`src/rtl/arct_pkg.sv`:
```
// Package for the aging register cache table: sizes, key layout, item codes
// and the structs passed between the sequencer and the slot unit.
// No dependencies.
package arct_pkg;

  localparam int unsigned ENTRIES = 16;
  localparam int unsigned IDX_W   = (ENTRIES > 1) ? $clog2(ENTRIES) : 1;
  localparam int unsigned KEY_W   = 40;
  localparam int unsigned DATA_W  = 32;
  localparam int unsigned AGE_W   = 8;
  localparam int unsigned MODE_W  = 2;

  localparam logic [IDX_W-1:0] LAST_IDX = IDX_W'(ENTRIES - 1);

  typedef enum logic [MODE_W-1:0] {
    MODE_ADD    = 2'd0,
    MODE_LOOKUP = 2'd1,
    MODE_TICK   = 2'd2
  } arct_mode_e;

  // One slot as read by the walk, plus the request key it is checked against.
  typedef struct packed {
    logic [KEY_W-1:0] slot_key;
    logic [AGE_W-1:0] slot_age;
    logic [KEY_W-1:0] req_key;
  } arct_probe_t;

  // Verdict of the shared unit on one slot.
  typedef struct packed {
    logic             free;     // age is zero
    logic             hit;      // live and key matches
    logic [AGE_W-1:0] aged;     // age after one tick
  } arct_verdict_t;

endpackage

```
`src/rtl/arct_if.sv`:
```
// Valid/ready channel interfaces for the request and response beats.
// Depends on arct_pkg.
interface arct_req_if;
  logic                       valid;
  logic                       ready;
  logic [arct_pkg::MODE_W-1:0] mode;
  logic [7:0]                 chain_no;
  logic [7:0]                 chip_no;
  logic [23:0]                reg_ofs;
  logic [arct_pkg::DATA_W-1:0] store_data;
  logic [arct_pkg::AGE_W-1:0]  age;

  modport source (output valid, mode, chain_no, chip_no, reg_ofs, store_data, age,
                  input ready);
  modport sink   (input valid, mode, chain_no, chip_no, reg_ofs, store_data, age,
                  output ready);
endinterface

interface arct_rsp_if;
  logic                       valid;
  logic                       ready;
  logic                       ok;
  logic [arct_pkg::DATA_W-1:0] read_data;

  modport source (output valid, ok, read_data, input ready);
  modport sink   (input valid, ok, read_data, output ready);
endinterface

```
`src/rtl/aging_register_cache_table.sv`:
```
// Aging register cache table, top level: sequencer, slot storage, result register.
// Depends on arct_pkg, arct_if.sv and arct_slot_unit.
//
//  channel | dir | beat carries                                       | accepted when
//  --------+-----+----------------------------------------------------+---------------
//  req_i   | in  | mode, chain_no, chip_no, reg_ofs, store_data, age  | valid & ready
//  rsp_o   | out | ok, read_data                                      | valid & ready
//
// Sequence: a request beat is taken while idle, then the shared slot unit walks the
//   slots in order, then the result is loaded into the output register. Add and
//   lookup stop at the first slot that answers; a tick always walks every slot.
// Reset: all ages clear at once, so every slot is free; keys and data are not
//   reset since a free slot never answers a lookup.
// Stalls: req_i.ready is high only while idle. A result waiting in the output
//   register does not block the next request; the walk holds at its end until
//   the register is free.
module aging_register_cache_table (
  input  logic       clk_i,
  input  logic       rst_ni,
  arct_req_if.sink   req_i,
  arct_rsp_if.source rsp_o
);
  import arct_pkg::*;

  typedef enum logic [1:0] {
    ST_IDLE,
    ST_WALK,
    ST_RESULT
  } state_e;

  state_e            state_q, state_d;
  logic [IDX_W-1:0]  idx_q, idx_d;
  logic [MODE_W-1:0] mode_q, mode_d;
  logic [KEY_W-1:0]  key_q, key_d;
  logic [DATA_W-1:0] wdata_q, wdata_d;
  logic [AGE_W-1:0]  wage_q, wage_d;
  logic              res_ok_q, res_ok_d;
  logic [DATA_W-1:0] res_data_q, res_data_d;
  logic              rsp_valid_q, rsp_valid_d;
  logic              rsp_ok_q, rsp_ok_d;
  logic [DATA_W-1:0] rsp_data_q, rsp_data_d;

  // Slot storage; only ages need reset.
  logic [AGE_W-1:0]  age_q [ENTRIES];
  logic [KEY_W-1:0]  key_mem_q [ENTRIES];
  logic [DATA_W-1:0] data_mem_q [ENTRIES];

  logic              age_we;
  logic [AGE_W-1:0]  age_wval;
  logic              slot_we;     // key/data write on add

  arct_probe_t   probe;
  arct_verdict_t verdict;
  logic          rsp_free;
  logic          req_take;

  assign probe.slot_key = key_mem_q[idx_q];
  assign probe.slot_age = age_q[idx_q];
  assign probe.req_key  = key_q;

  arct_slot_unit u_slot (
    .probe_i   (probe),
    .verdict_o (verdict)
  );

  assign req_i.ready     = (state_q == ST_IDLE);
  assign req_take        = req_i.valid && req_i.ready;
  assign rsp_free        = !rsp_valid_q || rsp_o.ready;
  assign rsp_o.valid     = rsp_valid_q;
  assign rsp_o.ok        = rsp_ok_q;
  assign rsp_o.read_data = rsp_data_q;

  // Sequencer: one slot a cycle through the shared unit.
  always_comb begin
    state_d     = state_q;
    idx_d       = idx_q;
    mode_d      = mode_q;
    key_d       = key_q;
    wdata_d     = wdata_q;
    wage_d      = wage_q;
    res_ok_d    = res_ok_q;
    res_data_d  = res_data_q;
    rsp_valid_d = rsp_valid_q;
    rsp_ok_d    = rsp_ok_q;
    rsp_data_d  = rsp_data_q;
    age_we      = 1'b0;
    age_wval    = '0;
    slot_we     = 1'b0;

    if (rsp_valid_q && rsp_o.ready) begin
      rsp_valid_d = 1'b0;
    end

    unique case (state_q)
      ST_IDLE: begin
        if (req_take) begin
          mode_d     = req_i.mode;
          key_d      = {req_i.chain_no, req_i.chip_no, req_i.reg_ofs};
          wdata_d    = req_i.store_data;
          wage_d     = req_i.age;
          idx_d      = '0;
          res_ok_d   = 1'b0;
          res_data_d = '0;
          state_d    = ST_WALK;
        end
      end
      ST_WALK: begin
        case (mode_q)
          MODE_ADD: begin
            if (verdict.free) begin
              slot_we  = 1'b1;
              age_we   = 1'b1;
              age_wval = wage_q;
              res_ok_d = 1'b1;
              state_d  = ST_RESULT;
            end else if (idx_q == LAST_IDX) begin
              state_d = ST_RESULT;
            end
          end
          MODE_LOOKUP: begin
            if (verdict.hit) begin
              age_we     = 1'b1;
              age_wval   = '0;
              res_ok_d   = 1'b1;
              res_data_d = data_mem_q[idx_q];
              state_d    = ST_RESULT;
            end else if (idx_q == LAST_IDX) begin
              state_d = ST_RESULT;
            end
          end
          MODE_TICK: begin
            age_we   = 1'b1;
            age_wval = verdict.aged;
            res_ok_d = 1'b1;
            if (idx_q == LAST_IDX) begin
              state_d = ST_RESULT;
            end
          end
          default: begin
            // unused code: no change, ok low
            state_d = ST_RESULT;
          end
        endcase
        if (idx_q != LAST_IDX) begin
          idx_d = idx_q + IDX_W'(1);
        end
      end
      ST_RESULT: begin
        if (rsp_free) begin
          rsp_valid_d = 1'b1;
          rsp_ok_d    = res_ok_q;
          rsp_data_d  = res_data_q;
          state_d     = ST_IDLE;
        end
      end
      default: state_d = ST_IDLE;
    endcase
  end

  always_ff @(posedge clk_i or negedge rst_ni) begin
    if (!rst_ni) begin
      state_q     <= ST_IDLE;
      idx_q       <= '0;
      mode_q      <= '0;
      key_q       <= '0;
      wdata_q     <= '0;
      wage_q      <= '0;
      res_ok_q    <= 1'b0;
      res_data_q  <= '0;
      rsp_valid_q <= 1'b0;
      rsp_ok_q    <= 1'b0;
      rsp_data_q  <= '0;
    end else begin
      state_q     <= state_d;
      idx_q       <= idx_d;
      mode_q      <= mode_d;
      key_q       <= key_d;
      wdata_q     <= wdata_d;
      wage_q      <= wage_d;
      res_ok_q    <= res_ok_d;
      res_data_q  <= res_data_d;
      rsp_valid_q <= rsp_valid_d;
      rsp_ok_q    <= rsp_ok_d;
      rsp_data_q  <= rsp_data_d;
    end
  end

  always_ff @(posedge clk_i or negedge rst_ni) begin
    if (!rst_ni) begin
      for (int i = 0; i < ENTRIES; i++) begin
        age_q[i] <= '0;
      end
    end else if (age_we) begin
      age_q[idx_q] <= age_wval;
    end
  end

  always_ff @(posedge clk_i) begin
    if (slot_we) begin
      key_mem_q[idx_q]  <= key_q;
      data_mem_q[idx_q] <= wdata_q;
    end
  end

`ifndef NO_ASSERTIONS
  // A taken beat always starts a walk.
  a_take_walks: assert property (@(posedge clk_i) disable iff (!rst_ni)
    req_take |=> (state_q == ST_WALK))
    else $error("accepted request did not start a walk");

  // Data only ever leaves with a hit.
  a_data_on_hit: assert property (@(posedge clk_i) disable iff (!rst_ni)
    rsp_valid_q |-> (rsp_ok_q || (rsp_data_q == '0)))
    else $error("read data without ok");

  // Slot writes only happen during a walk.
  a_write_in_walk: assert property (@(posedge clk_i) disable iff (!rst_ni)
    (age_we || slot_we) |-> (state_q == ST_WALK))
    else $error("slot written outside a walk");

  // A result loads the output register only when it is free.
  a_no_overwrite: assert property (@(posedge clk_i) disable iff (!rst_ni)
    (state_q == ST_RESULT && rsp_valid_q && !rsp_o.ready) |=> $stable(rsp_data_q))
    else $error("pending response overwritten");
`endif

endmodule

```
`src/rtl/arct_slot_unit.sv`:
```
// Shared per-slot unit: key compare, free test and age decrement.
// Depends on arct_pkg.
module arct_slot_unit (
  input  arct_pkg::arct_probe_t   probe_i,
  output arct_pkg::arct_verdict_t verdict_o
);
  import arct_pkg::*;

  logic live;

  assign live              = (probe_i.slot_age != '0);
  assign verdict_o.free    = !live;
  assign verdict_o.hit     = live && (probe_i.slot_key == probe_i.req_key);
  assign verdict_o.aged    = live ? (probe_i.slot_age - AGE_W'(1)) : '0;

endmodule

```
`src/flat_wrapper.sv`:
```
// flat-port wrapper written by rule: the top's interface ports become plain ports
module aging_register_cache_table_flat import arct_pkg::*;
  (clk_i, rst_ni, req_i_valid, req_i_mode, req_i_chain_no, req_i_chip_no, req_i_reg_ofs, req_i_store_data, req_i_age, req_i_ready, rsp_o_valid, rsp_o_ok, rsp_o_read_data, rsp_o_ready);
  arct_req_if req_i_i ();
  arct_rsp_if rsp_o_i ();
  input  logic clk_i;
  input  logic rst_ni;
  input wire logic [$bits(req_i_i.valid)-1:0] req_i_valid;
  input wire logic [$bits(req_i_i.mode)-1:0] req_i_mode;
  input wire logic [$bits(req_i_i.chain_no)-1:0] req_i_chain_no;
  input wire logic [$bits(req_i_i.chip_no)-1:0] req_i_chip_no;
  input wire logic [$bits(req_i_i.reg_ofs)-1:0] req_i_reg_ofs;
  input wire logic [$bits(req_i_i.store_data)-1:0] req_i_store_data;
  input wire logic [$bits(req_i_i.age)-1:0] req_i_age;
  output wire logic [$bits(req_i_i.ready)-1:0] req_i_ready;
  output wire logic [$bits(rsp_o_i.valid)-1:0] rsp_o_valid;
  output wire logic [$bits(rsp_o_i.ok)-1:0] rsp_o_ok;
  output wire logic [$bits(rsp_o_i.read_data)-1:0] rsp_o_read_data;
  input wire logic [$bits(rsp_o_i.ready)-1:0] rsp_o_ready;
  assign req_i_i.valid = req_i_valid;
  assign req_i_i.mode = req_i_mode;
  assign req_i_i.chain_no = req_i_chain_no;
  assign req_i_i.chip_no = req_i_chip_no;
  assign req_i_i.reg_ofs = req_i_reg_ofs;
  assign req_i_i.store_data = req_i_store_data;
  assign req_i_i.age = req_i_age;
  assign req_i_ready = req_i_i.ready;
  assign rsp_o_valid = rsp_o_i.valid;
  assign rsp_o_ok = rsp_o_i.ok;
  assign rsp_o_read_data = rsp_o_i.read_data;
  assign rsp_o_i.ready = rsp_o_ready;
  aging_register_cache_table u_core (.clk_i(clk_i), .rst_ni(rst_ni), .req_i(req_i_i), .rsp_o(rsp_o_i));
endmodule
```
`config.mk`:
```
export PLATFORM = sky130hd
export DESIGN_NAME = aging_register_cache_table_flat
export DESIGN_NICKNAME = d
export VERILOG_FILES = /design/src/rtl/arct_pkg.sv /design/src/rtl/arct_if.sv /design/src/rtl/aging_register_cache_table.sv /design/src/rtl/arct_slot_unit.sv /design/src/flat_wrapper.sv
export SDC_FILE = /design/constraint.sdc
export NUM_CORES = 1
export LEC_CHECK = 0
export BUFFER_PORTS_ARGS = -buffer_cell sky130_fd_sc_hd__buf_2
export CELL_PAD_IN_SITES_DETAIL_PLACEMENT = 1
export CELL_PAD_IN_SITES_GLOBAL_PLACEMENT = 2
export CORE_MARGIN = 2
export CORE_UTILIZATION = 49
export DETAILED_ROUTE_END_ITERATION = 7
export PLACE_DENSITY_LB_ADDON = 0.1
export SKIP_LAST_GASP = 1
export SLEW_MARGIN = 30
export SYNTH_ARGS = -nofsm -noshare
export SYNTH_HDL_FRONTEND = slang
export SYNTH_SLANG_ARGS = --single-unit
```
`constraint.sdc`:
```
create_clock -name clk_i -period 8.28 [get_ports clk_i]
set_input_delay 0.828 -clock clk_i [delete_from_list [all_inputs] [get_ports clk_i]]
set_output_delay 0.828 -clock clk_i [all_outputs]
set_load 0.02 [all_outputs]
```
# ---- Word-level counts from Yosys, hierarchy flattened
# Memory sizes are Yosys's and may differ from the RTL's.
# Index checks and enable logic that the tools add are counted.
dict set report op_classes {
  n_reduce_logical 16
  n_lt_le_gt_ge 2
  mux 40
  n_eq_ne 15
  add_sub_neg 2
  n_bitwise 1
}
# op count
set op_table {}
lappend op_table {{$bwmux W128} 1}
lappend op_table {{$mux W32} 3}
lappend op_table {{$pmux W32 S2} 1}
lappend op_table {{$mux W8} 6}
lappend op_table {{$eq A40 B40 Y1} 1}
lappend op_table {{$bmux W8 S4} 1}
lappend op_table {{$demux W8 S4} 1}
lappend op_table {{$pmux W8 S2} 1}
lappend op_table {{$mux W1} 13}
lappend op_table {{$pmux W2 S3} 2}
lappend op_table {{$mux W2} 5}
lappend op_table {{$mux W4} 2}
lappend op_table {{$ne A4 B4 Y1 const B} 2}
lappend op_table {{$pmux W4 S2} 1}
lappend op_table {{$reduce_bool A8 Y1} 1}
lappend op_table {{$sub A8 B1 Y8 const B} 1}
lappend op_table {{$ne A2 B2 Y1 const B} 3}
lappend op_table {{$ne A3 B3 Y1 const B} 2}
lappend op_table {{$pmux W1 S3} 2}
lappend op_table {{$reduce_and A2 Y1} 3}
lappend op_table {{$ge A5 B5 Y1 const B} 1}
lappend op_table {{$lt A5 B1 Y1 const B} 1}
lappend op_table {{$not A4 Y5} 1}
lappend op_table {{$reduce_and A5 Y1} 1}
lappend op_table {{13 further kinds} 20}
dict set report word_totals {
  register_bits 283
  memories 2
  output_inout_bits 35
  input_bits 86
  elab_cells 105
  mem_bits_rw 1152
}
# memory words word_bits rd rd_ports_with_merged_regs write_ports line
set memory_table {}
lappend memory_table {u_core.key_mem_q 16 40 1 0 1 aging_register_cache_table.sv:45} ;# logic [KEY_W-1:0] key_mem_q [ENTRIES];
lappend memory_table {u_core.data_mem_q 16 32 1 0 1 aging_register_cache_table.sv:46} ;# logic [DATA_W-1:0] data_mem_q [ENTRIES];

# ---- Longest topological paths before layout
# Gate-level depths: netlist (run 1).
dict set report logic_depth {
  ltp_word 10
  depth_mapped 18
  ltp_nobuf 12
}

# ---- Hierarchy
# From an unflattened synthesis (run 1), not the netlist that was laid out.
dict set report unflattened {
  hier_cells 2609
  hier_area_um2 55891.1
}
# mod seq_area_each_um2 cells_per_inst area_per_inst_um2 n_inst
set by_module_without_submodules {}
lappend by_module_without_submodules {aging_register_cache_table 41675.0 2524 55243.0 1}
lappend by_module_without_submodules {arct_slot_unit 0.0 85 648.1 1}

# ---- Least setup slack after synthesis (run 1)
# OpenSTA, ideal clock, no wires.
dict set report synth_timing {
  path_type {reg-to-reg}
  from {register u_core.idx_q[1]}
  to {memory u_core.data_mem_q[11][0] (enable)}
  arrival_time_ns 6.373
  slack_ns 1.396
  path_stages_with_launch 15
  period_less_slack_ns 6.884
  t_required_ns 7.770
  cell_sequence {dfrtp_1 > buf_4 > buf_6 > buf_4 > buf_2 > mux4_2 > a22o_1 > a221oi_1 > ha_1 > inv_1 > nor2_1 > nand4_1 > or4_1 > clkbuf_1 > nor2b_1}
}
dict set report synth_between {
  elab_chain_cells 10
}
# item line
set synth_lines {}
lappend synth_lines {{start: declaration} aging_register_cache_table.sv:32} ;# logic [IDX_W-1:0] idx_q, idx_d;
lappend synth_lines {{start signal: assignment} aging_register_cache_table.sv:175} ;# idx_q <= idx_d;
lappend synth_lines {{$not A4 Y5 (not written as such)} aging_register_cache_table.sv:58} ;# assign probe.slot_age = age_q[idx_q];
lappend synth_lines {{$bmux W8 S4} aging_register_cache_table.sv:58}
lappend synth_lines {{$mux W8 (not written as such) (2 in series)} aging_register_cache_table.sv:58}
lappend synth_lines {{$reduce_bool A8 Y1} arct_slot_unit.sv:11} ;# assign live = (probe_i.slot_age != '0);
lappend synth_lines {{$mux W1} aging_register_cache_table.sv:110} ;# if (verdict.free) begin
lappend synth_lines {{$mux W1} aging_register_cache_table.sv:108} ;# case (mode_q)
lappend synth_lines {{$mux W1} aging_register_cache_table.sv:94} ;# unique case (state_q)
lappend synth_lines {{$mux W1} aging_register_cache_table.sv:199} ;# if (slot_we) begin
lappend synth_lines {{$mux W1 (not written as such)} aging_register_cache_table.sv:201} ;# data_mem_q[idx_q] <= wdata_q;
lappend synth_lines {{end: declaration} aging_register_cache_table.sv:46}
# Parallel ways exist; a longest one is shown, timed or not. The select of a mux whose other input is x is not followed.

# ---- Worst setup path in the final report (run 1)
dict set report layout_timing {
  from {register u_core.idx_q[3]}
  to {register u_core.res_data_q[0]}
}
dict set report layout_between {
  elab_chain_cells 8
  word_cells_on_any_way 14
  classes_between {2 x eq/ne; 6 x mux; 1 x bitwise; 3 x reduce/logical; 2 x memory}
}
# item line
set layout_lines {}
lappend layout_lines {{$not A4 Y5 (not written as such)} aging_register_cache_table.sv:58}
lappend layout_lines {{$bmux W8 S4} aging_register_cache_table.sv:58}
lappend layout_lines {{$mux W8 (not written as such) (2 in series)} aging_register_cache_table.sv:58}
lappend layout_lines {{$reduce_bool A8 Y1} arct_slot_unit.sv:11}
lappend layout_lines {{$logic_and A1 B1 Y1} arct_slot_unit.sv:13} ;# assign verdict_o.hit = live && (probe_i.slot_key == probe_i.req_key);
lappend layout_lines {{$ne A2 B2 Y1 (no line)} -}
lappend layout_lines {{$reduce_and A4 Y1 (no line)} -}
lappend layout_lines {{end signal: assignment} aging_register_cache_table.sv:181} ;# res_data_q <= res_data_d;
lappend layout_lines {{end: declaration} aging_register_cache_table.sv:38} ;# logic [DATA_W-1:0] res_data_q, res_data_d;
# Parallel ways exist; a longest one is shown, timed or not. The select of a mux whose other input is x is not followed.
# A chain may end at the register's enable or synchronous reset.

==> impl_metrics.ini, run 1 <==
[clocking]
numCtsBuffers = 151
hold_buffers = 0
tritoncts_num_sinks = 1435
cts_root_buffer = clkbuf_16
post_cts_buffers = 0
h-tree-depth = 4
clkTransAtPathRegs_ps = 60
insertion_delay_ps = 770
ctsResizeCount = 0
clock_path_buffers = 3
cts_tree = yes

[worst_setup_path]
path_cells = buf_4 > buf_12 > mux4_2 > mux2i_1 > xor2_1 > nor2_1 > a2111oi_0 > and4b_1 > o2111ai_2 > nor4_4 > buf_4 > mux2_2
crit_path_frequent_cell = buf_4
end_kind = flop
crit_path_top_delay_cell = dfrtp_4
critPathRequiredTime_ps = 8910
slowest_delay_ps = 870
reg2reg_depth = 12
cp_num_buf_inv = 3
critical_path_class = reg -> reg
r2r_setup_slack_ps = 2690
reg2reg_from = u_core.idx_q[3]
path_delay_family = buffers and inverters
crit_path_start_kind = flop
critPathArrivalTime_ps = 6220
r2r-end = u_core.res_data_q[0]
cp_max_fo = 91

[place]
hpwl_um = 76400
routabilityCongestion = 0.804
dp_slack_ps = 2620
dp.cells = 4574
port_buffers = 120
place_area_mm2 = 0.0602

[timing]
finalCritPeriodShare_pct = 67.5
whs_ps = 13.3
finalSetupViolCount = 0
worst_slack_ps = 2690
setup_tns_ps = 0
rsz0062_at_grt = false
period_needed_ps = 5590
tightestPinTransition_ps = 999
clock_skew_ps = 32.7
max_clock_freq_ghz = 0.179
slew_headroom_pct = 33.3
hold_viol = 0
final_max_slew_viol_count = 0

[detailed_routing]
remaining_drc_errors = 0
wirelength_um = 146000
viasPerCell = 6.08
dr.pass1.iters = 7
dr.first_iter.drc_count = 2471
wl_per_cell_um = 30.1
via_count = 29500
postRouteAntennaNets = 0

[logic_synthesis]
yosysWarnings = 0
syn_nets = 3133
synth-async-reset-ratio_pct = 19.7
yosysTopAreaCellShare_pct = 60.0
syn_area_mm2 = 0.0577
synth-seq-cells = 1435
syn_inst = 3042
syn_area_per_cell_um2 = 19.0
synth_common_cells = 1152 x edfxtp_1, 311 x mux4_2, 283 x dfrtp_1
ys_seq_area_share_pct = 72.3
synth.top_cells.by_area = edfxtp_1 60%, dfrtp_1 12%, mux4_2 12%
yosysUniqueCellTypes = 69
synth-main-ff-cell = edfxtp_1
synth_edf_count = 1152
yosysMostFrequentCell = edfxtp_1
synth_area_leader_cell = edfxtp_1

[hold_path]
min-delay-path-class = in -> async

[die]
ioPinCount = 121
die_w_um = 347
initial_utilization_pct = 49.5
die_area_mm2 = 0.120
dieHeight_um = 347
row_count = 125
coreArea_mm2 = 0.117

[global_routing]
antenna_found_initial = 2
grt_max_degree = 121
grt_usage_pct = 24.6
grt_pass1_vias = 32100
grt_pass1_wl_um = 217000
overflow = 0

[cells_and_area]
finish.instance_area_mm2 = 0.0652
nets = 3294
syn_to_final_growth_pct = 13.1
drive_gt1_share_pct = 26.5
instances_no_fill = 4854
fill_cells = 10100

[pwr]
leakage_nw = 22.7
ir_drop_mv = 0.264
p_per_area_mw_per_mm2 = 318

[job]
maxCapViolations = 0

[outcome]
outcome = complete, no violations
## flip-flops by register name, indices dropped and copies added (netlist names), 4 cells and up
| name | cells |
|---|---|
| u_core.res_data_q | 32 |
| u_core.wage_q | 8 |
| u_core.rsp_o.read_data | 32 |
| u_core.idx_q | 4 |
| u_core.age_q | 128 |
| u_core.key_mem_q | 640 |
| u_core.data_mem_q | 512 |
| u_core.key_q | 40 |
| u_core.wdata_q | 32 |
## worst max-delay path by stage
stage	from	to	cells past startpoint
final	u_core.idx_q[3]	u_core.res_data_q[0]	12
after global routing	u_core.idx_q[2]	u_core.res_data_q[31]	12
after CTS	u_core.idx_q[2]	u_core.res_data_q[31]	12
after detailed placement	u_core.idx_q[3]	u_core.res_data_q[31]	12
after global placement	u_core.idx_q[3]	u_core.res_data_q[0]	12
after floorplan	u_core.idx_q[1]	u_core.data_mem_q[11][0]	14
## worst register-to-register path, stage by stage (launching register included)
cell	delay, ps
dfrtp_4	870
buf_4	470
buf_12	590
mux4_2	430
mux2i_1	180
xor2_1	160
nor2_1	80
a2111oi_0	570
and4b_1	320
o2111ai_2	440
nor4_4	300
buf_4	620
mux2_2	440
## placed cells by master, fill, tap and decap left out, types with 5 or more instances in the layout
master,count
bufinv_16,12
inv_1,71
a22oi_1,83
mux2_1,29
clkbuf_8,22
a31oi_1,7
a221oi_1,20
nand3_1,20
nor4_1,6
xnor2_1,30
and2_1,46
mux4_2,311
ha_1,5
dfrtp_1,279
clkinv_8,7
clkinv_2,20
clkbuf_1,47
nor3_1,11
clkinv_1,7
buf_4,36
o21ai_0,70
nand4_1,8
and3_1,6
nor2b_4,12
edfxtp_1,1152
a21oi_1,125
nand2_1,57
mux2i_1,151
buf_2,119
inv_6,5
nor2b_1,7
clkbuf_16,152
mux2_2,119
a22o_1,24
xor2_1,37
buf_12,19
nor2_1,105
## per-layer routing
metal | up-vias | routed length [µm] | track usage [%]
met5 | - | 0 | 0
met2 | 757 | 72100 | 40.4
met1 | 16100 | 64600 | 35.0
met4 | 0 | 3010 | 6.39
li1 | 12500 | - | -
met3 | 197 | 6390 | 3.51
## report_power, final
part / leakage (nW) / internal (mW) / switching (mW) / total [mW]
Sequential: 13.8 / 8.94 / 1.07 / 10.0
Clock: 2.44 / 3.99 / 2.82 / 6.81
Combinational: 6.50 / 1.87 / 2.07 / 3.94
## kinds of logic after synthesis
group	after synthesis	share of synthesized area [%]
buffers and inverters	243	2.02
AND/OR/NAND/NOR	314	2.74
adder cells (fa/ha/maj)	5	0.108
XOR/XNOR	67	1.02
flip-flops	1435	72.3
AO/OA/AOI/OAI	368	4.19
multiplexers	610	17.7
## area by class of cell
cell class              count  area, µm²  share of cell area [%]
diodes                      1       2.50                 0.00384
clock buffers             221       4280                    6.57
clock inverters            58        743                    1.14
inverters                  72        270                   0.414
multi-input cells        1364      15000                    23.0
flip-flops and latches   1435      41700                    63.9
well taps                1524       1910                    2.92
repair buffers            179       1320                    2.03
## through the flow
step / power (mW) / util [%]
after global placement: 13.9 / 51.6
after detailed placement: 14.1 / 51.6
after floorplan: 12.7 / -
after CTS: 20.9 / 55.9
final: 20.8 / 56.0
after global routing: 21.6 / 56.0
Power figures use the tool's default switching activity.
==> run 2: changes to the inputs <==
==> constraint.sdc (replaced) <==
create_clock -name clk_i -period 5.6 [get_ports clk_i]
set_input_delay 0.56 -clock clk_i [delete_from_list [all_inputs] [get_ports clk_i]]
set_output_delay 0.56 -clock clk_i [all_outputs]
set_load 0.02 [all_outputs]
==> run 2 against run 1 <==
Compared with the run above: highest routed layer unchanged; global-route usage down 0.18 points; clock-buffer cell count down 13; register-to-register slack worse by 2000 ps; non-clock buffer count up 133; critical endpoint unchanged; clock power up 47%; design area up 2.1%; worst setup slack worse by 2000 ps.
==> impl_metrics.ini, run 2 (synthesized netlist as in run 1, its figures left out) <==
[timing]
rsz0062_at_grt = false
max_clock_freq_ghz = 0.203
finalCritPeriodShare_pct = 87.8
worst_slack_ps = 686
final_max_slew_viol_count = 0
tightestPinTransition_ps = 974
clock_skew_ps = 27.5
period_needed_ps = 4910
finalSetupViolCount = 0
hold_viol = 0
slew_headroom_pct = 34.9

[global_routing]
use_met2_pct = 40.5
grt_max_degree = 129
grt_usage_pct = 24.4
grt_pass1_wl_um = 218000
met1_usage_pct = 34.7
grtUsageMet3_pct = 3.17
antenna_found_initial = 1
busiest_layer = met2
overflow = 0
grt_pass1_vias = 32800

[cells_and_area]
largest_reg_flops = 640
syn_to_final_growth_pct = 15.4
layout_common_cells = 1152 x edfxtp_1, 311 x mux4_2, 279 x dfrtp_1
reg_top3 = u_core.key_mem_q: 640 flops, u_core.data_mem_q: 512 flops, u_core.age_q: 128 flops
layout_commonest_cell = edfxtp_1
utilization_pct = 57.1
drive_gt1_share_pct = 26.8
nets = 3428
finish.instance_area_mm2 = 0.0666
largest_register = u_core.key_mem_q

[hold_path]
min-delay-path-class = in -> reg
min_from = req_i_chip_no[1]

[worst_setup_path]
critical_path_class = reg -> reg
crit_path_top_delay_cell = dfrtp_4
cp_num_buf_inv = 3
critPathRequiredTime_ps = 6250
end_kind = flop
slowest_delay_ps = 980
path_delay_family = multiplexers
crit_path_frequent_cell = buf_12
critPathArrivalTime_ps = 5560
cp_max_fo = 53
crit_path_start_kind = flop
reg2reg_from = u_core.idx_q[1]
path_cells = buf_12 > buf_4 > mux4_2 > mux2i_1 > xor2_1 > nand4_1 > nor3_1 > o2111ai_2 > nor4_4 > buf_12 > mux2_2
crit_path_start = u_core.idx_q[1]

[detailed_routing]
remaining_drc_errors = 0
wl_per_cell_um = 28.8
postRouteAntennaNets = 0
wirelength_um = 144000
viasPerCell = 6.02
via_count = 30000
dr.pass1.iters = 5
dr.first_iter.drc_count = 2658

[die]
die_w_um = 347
ioPinCount = 121
dieHeight_um = 347
row_count = 125
coreArea_mm2 = 0.117
die_area_mm2 = 0.120
initial_utilization_pct = 49.5

[clocking]
cts_root_buffer = clkbuf_16
h-tree-depth = 4
tritoncts_num_sinks = 1435
insertion_delay_ps = 770
post_cts_buffers = 0
clock_path_buffers = 3
clkTransAtPathRegs_ps = 60
numCtsBuffers = 152
cts_tree = yes

[job]
maxCapViolations = 0

[outcome]
outcome = complete, no violations

[place]
routabilityCongestion = 0.784
place_area_mm2 = 0.0608
port_buffers = 120
dp_slack_ps = 683
hpwl_um = 81400

[pwr]
p_per_area_mw_per_mm2 = 465
ir_drop_mv = 0.342
leakage_nw = 23.4
[run 2: cell count changes in the layout (fill, tap and decap cells not counted), moves of 2 or more]
cell	before	now
dlygate4sd3_1	0	75
buf_4	36	77
buf_12	19	40
clkinv_1	7	23
clkbuf_8	22	11
clkbuf_1	47	42
clkinv_2	20	24
clkinv_8	7	3
inv_16	0	4
buf_6	3	0
clkbuf_16	152	155
clkinvlp_4	4	2
[run 2: worst paths after layout]
path / slack, ps / cells after the start / end
max in group asynchronous: 4200 / 3 / u_core.idx_q[0]
max reg2reg: 690 / 11 / u_core.res_data_q[0]
min: 60 / 2 / u_core.key_q[25]
min reg2reg: 500 / 1 / u_core.rsp_o.read_data[29]
max: 690 / 11 / u_core.res_data_q[0]
min in group asynchronous: 270 / 2 / u_core.age_q[69]
[run 2: repair_timing]
| action | 4_1_cts | 5_1_grt |
|---|---|---|
| hold buffers | 75 | 0 |
| hold endpoints to repair | 107 | 0 |
| gates resized for setup | 0 | 0 |
[run 2: routing by layer]
layer  vias to the layer above  routed length [µm]
met5                         -                   0
met4                         0                2660
met3                       199                5820
met2                       772               71100
met1                     16300               64000
li1                      12800                   -
[run 2: cell type report]
cell class	instances	area, µm²
fill	10200	50000
sequential	1435	41700
multi-input combinational	1364	15000
clock buffer	208	4190
timing repair buffer	312	2740
tap	1524	1910
clock inverter	75	791
inverter	72	270
antenna	1	2.50
[run 2: power by group]
group / leakage [nW] / switching (mW) / internal [mW]
combinational: 7.16 / 3.18 / 2.91
clock: 2.44 / 4.19 / 5.83
sequential: 13.8 / 1.60 / 13.2
total: 23.4 / 8.97 / 22.0
[run 2: metrics by stage]
stage	TNS, ps	hold slack [ps]	instances	total power [mW]
after floorplan	-1339170	264	3042	18.8
after global placement	0	450	4632	20.9
after detailed placement	0	458	4632	21.2
after CTS	0	9.88	4990	31.2
after global routing	0	41.6	4990	32.2
final	0	64.5	4991	30.9
==> run 3: changes to the inputs <==
--- a/config.mk
+++ b/config.mk
@@ -9,7 +9,7 @@
 export CELL_PAD_IN_SITES_DETAIL_PLACEMENT = 1
 export CELL_PAD_IN_SITES_GLOBAL_PLACEMENT = 2
 export CORE_MARGIN = 2
-export CORE_UTILIZATION = 49
+export CORE_UTILIZATION = 30
 export DETAILED_ROUTE_END_ITERATION = 7
 export PLACE_DENSITY_LB_ADDON = 0.1
 export SKIP_LAST_GASP = 1
==> constraint.sdc (replaced) <==
create_clock -name clk_i -period 4.3 [get_ports clk_i]
set_input_delay 0.43 -clock clk_i [delete_from_list [all_inputs] [get_ports clk_i]]
set_output_delay 0.43 -clock clk_i [all_outputs]
set_load 0.02 [all_outputs]
==> run 3 against run 2 <==
Compared with the run above: hold slack lost 11 ps; combinational power grew 63%; clock skew grew 6.1 ps; register-to-register slack lost 590 ps; die area grew 63%; via count grew 2.5%; design area grew 5.4%; routed wire length grew 21%; sequential share of layout area shrank 3.2 points.
==> impl_metrics.ini, run 3 (synthesized netlist as in run 1, its figures left out) <==
[clocking]
insertion_delay_ps = 810
clkTransAtPathRegs_ps = 60
clock_path_buffers = 3
cts_tree = yes
h-tree-depth = 4
numCtsBuffers = 166
tritoncts_num_sinks = 1435
cts_root_buffer = clkbuf_16

[timing]
clock_skew_ps = 33.6
whs_ps = 53.7
final_max_slew_viol_count = 0
slew_headroom_pct = 39.0
max_clock_freq_ghz = 0.238
finalSetupViolCount = 0
setup_tns_ps = 0
tightestPinTransition_ps = 912
hold_viol = 0
finalCritPeriodShare_pct = 97.9
rsz0062_at_grt = true
worst_slack_ps = 91.6
period_needed_ps = 4210

[job]
maxCapViolations = 0

[global_routing]
antenna_found_initial = 5
grt_pass1_vias = 33800
grt_usage_pct = 17.6
grt_max_degree = 94
grt_pass1_wl_um = 250000
overflow = 0

[pwr]
leakage_nw = 24.5
p_per_area_mw_per_mm2 = 608
power.total_mw = 42.7
ir_drop_mv = 0.377

[cells_and_area]
instances_no_fill = 6136
largest_reg_flops = 640
layout_commonest_cell = edfxtp_1
syn_to_final_growth_pct = 21.7
largest_register = u_core.key_mem_q
utilization_pct = 36.8
finish.instance_area_mm2 = 0.0702
layout_common_cells = 1152 x edfxtp_1, 311 x mux4_2, 279 x dfrtp_1
nets = 3574
fill_cells = 18700
reg_top3 = u_core.key_mem_q: 640 flops, u_core.data_mem_q: 512 flops, u_core.age_q: 128 flops
drive_gt1_share_pct = 29.9

[outcome]
outcome = complete, no violations

[place]
routabilityCongestion = 0.747
port_buffers = 120
dp.cells = 5705
hpwl_um = 103000
dp_slack_ps = -401
place_area_mm2 = 0.0632

[die]
die_w_um = 442
initial_utilization_pct = 30.3
dieHeight_um = 442
row_count = 160
die_area_mm2 = 0.196
coreArea_mm2 = 0.191
ioPinCount = 121

[detailed_routing]
remaining_drc_errors = 0
dr.first_iter.drc_count = 2349
via_count = 30800
wirelength_um = 173000
wl_per_cell_um = 28.3
postRouteAntennaNets = 0
dr.pass1.iters = 5
viasPerCell = 5.01

[worst_setup_path]
cp_max_fo = 40
crit_path_start = u_core.idx_q[1]
end_kind = flop
critPathArrivalTime_ps = 4640
critPathRequiredTime_ps = 4740
critical_path_class = reg -> reg
crit_path_start_kind = flop
reg2reg_from = u_core.idx_q[1]

[hold_path]
min-delay-path-class = in -> async
-- run 3: cell count changes in the layout (fill, tap and decap cells not counted), sizes merged --
cell and change:
dlygate4sd3 +9, clkbuf +39, buf +111, bufinv -4, inv -3, clkinvlp -1
bufbuf +3, clkinv +4
-- run 3: repair_timing --
action / 4_1_cts / 5_1_grt
hold buffers: 84 / 0
pin swaps: 5 / 6
endpoints found under the setup margin: 1048 / 169
hold endpoints to repair: 173 / 0
gates resized for setup: 16 / 16
setup buffers: 21 / 3
gates cloned: 4 / 7
-- run 3: critical path, cell delays in order, from the launching register on --
cell	delay (ps)
dfrtp_4	520
buf_6	220
buf_16	200
mux4_2	570
mux4_2	540
nor2_2	170
nand4_1	160
or4_4	610
buf_12	210
nor2b_4	190
buf_12	270
-- run 3: final timing paths --
| kind | end | slack, ps | cells after the start |
|---|---|---|---|
| min reg2reg | u_core.rsp_o.read_data[23] | 500 | 1 |
| min in group clk_i | u_core.idx_q[1] | 140 | 3 |
| min | u_core.age_q[112] | 50 | 2 |
| max | u_core.key_mem_q[11][13] | 90 | 10 |
| max reg2reg | u_core.key_mem_q[11][13] | 90 | 10 |
| max in group asynchronous | u_core.key_q[25] | 2940 | 4 |
-- run 3: per-layer routing --
metal,share of wire [%],track usage (%),wire length (µm)
met2,48,28.9,84000
met1,46,24.5,79900
met4,2.2,4.80,3740
met5,0,0,0
met3,3.3,2.37,5730
-- run 3: power breakdown --
group	leakage [nW]	switching [mW]	internal [mW]
combinational	8.13	5.35	4.58
clock	2.60	5.77	8.01
sequential	13.8	1.78	17.2
-- run 3: final cells by class --
type                            instances  area, µm²  area share [%]
Sequential cell                      1435      41700            59.4
Multi-Input combinational cell       1364      15100            21.5
Timing Repair Buffer                  444       4690            6.68
Clock buffer                          238       4640            6.61
Tap cell                             2511       3140            4.48
Clock inverter                         71        684           0.975
Inverter                               72        270           0.385
Antenna cell                            1       2.50         0.00357
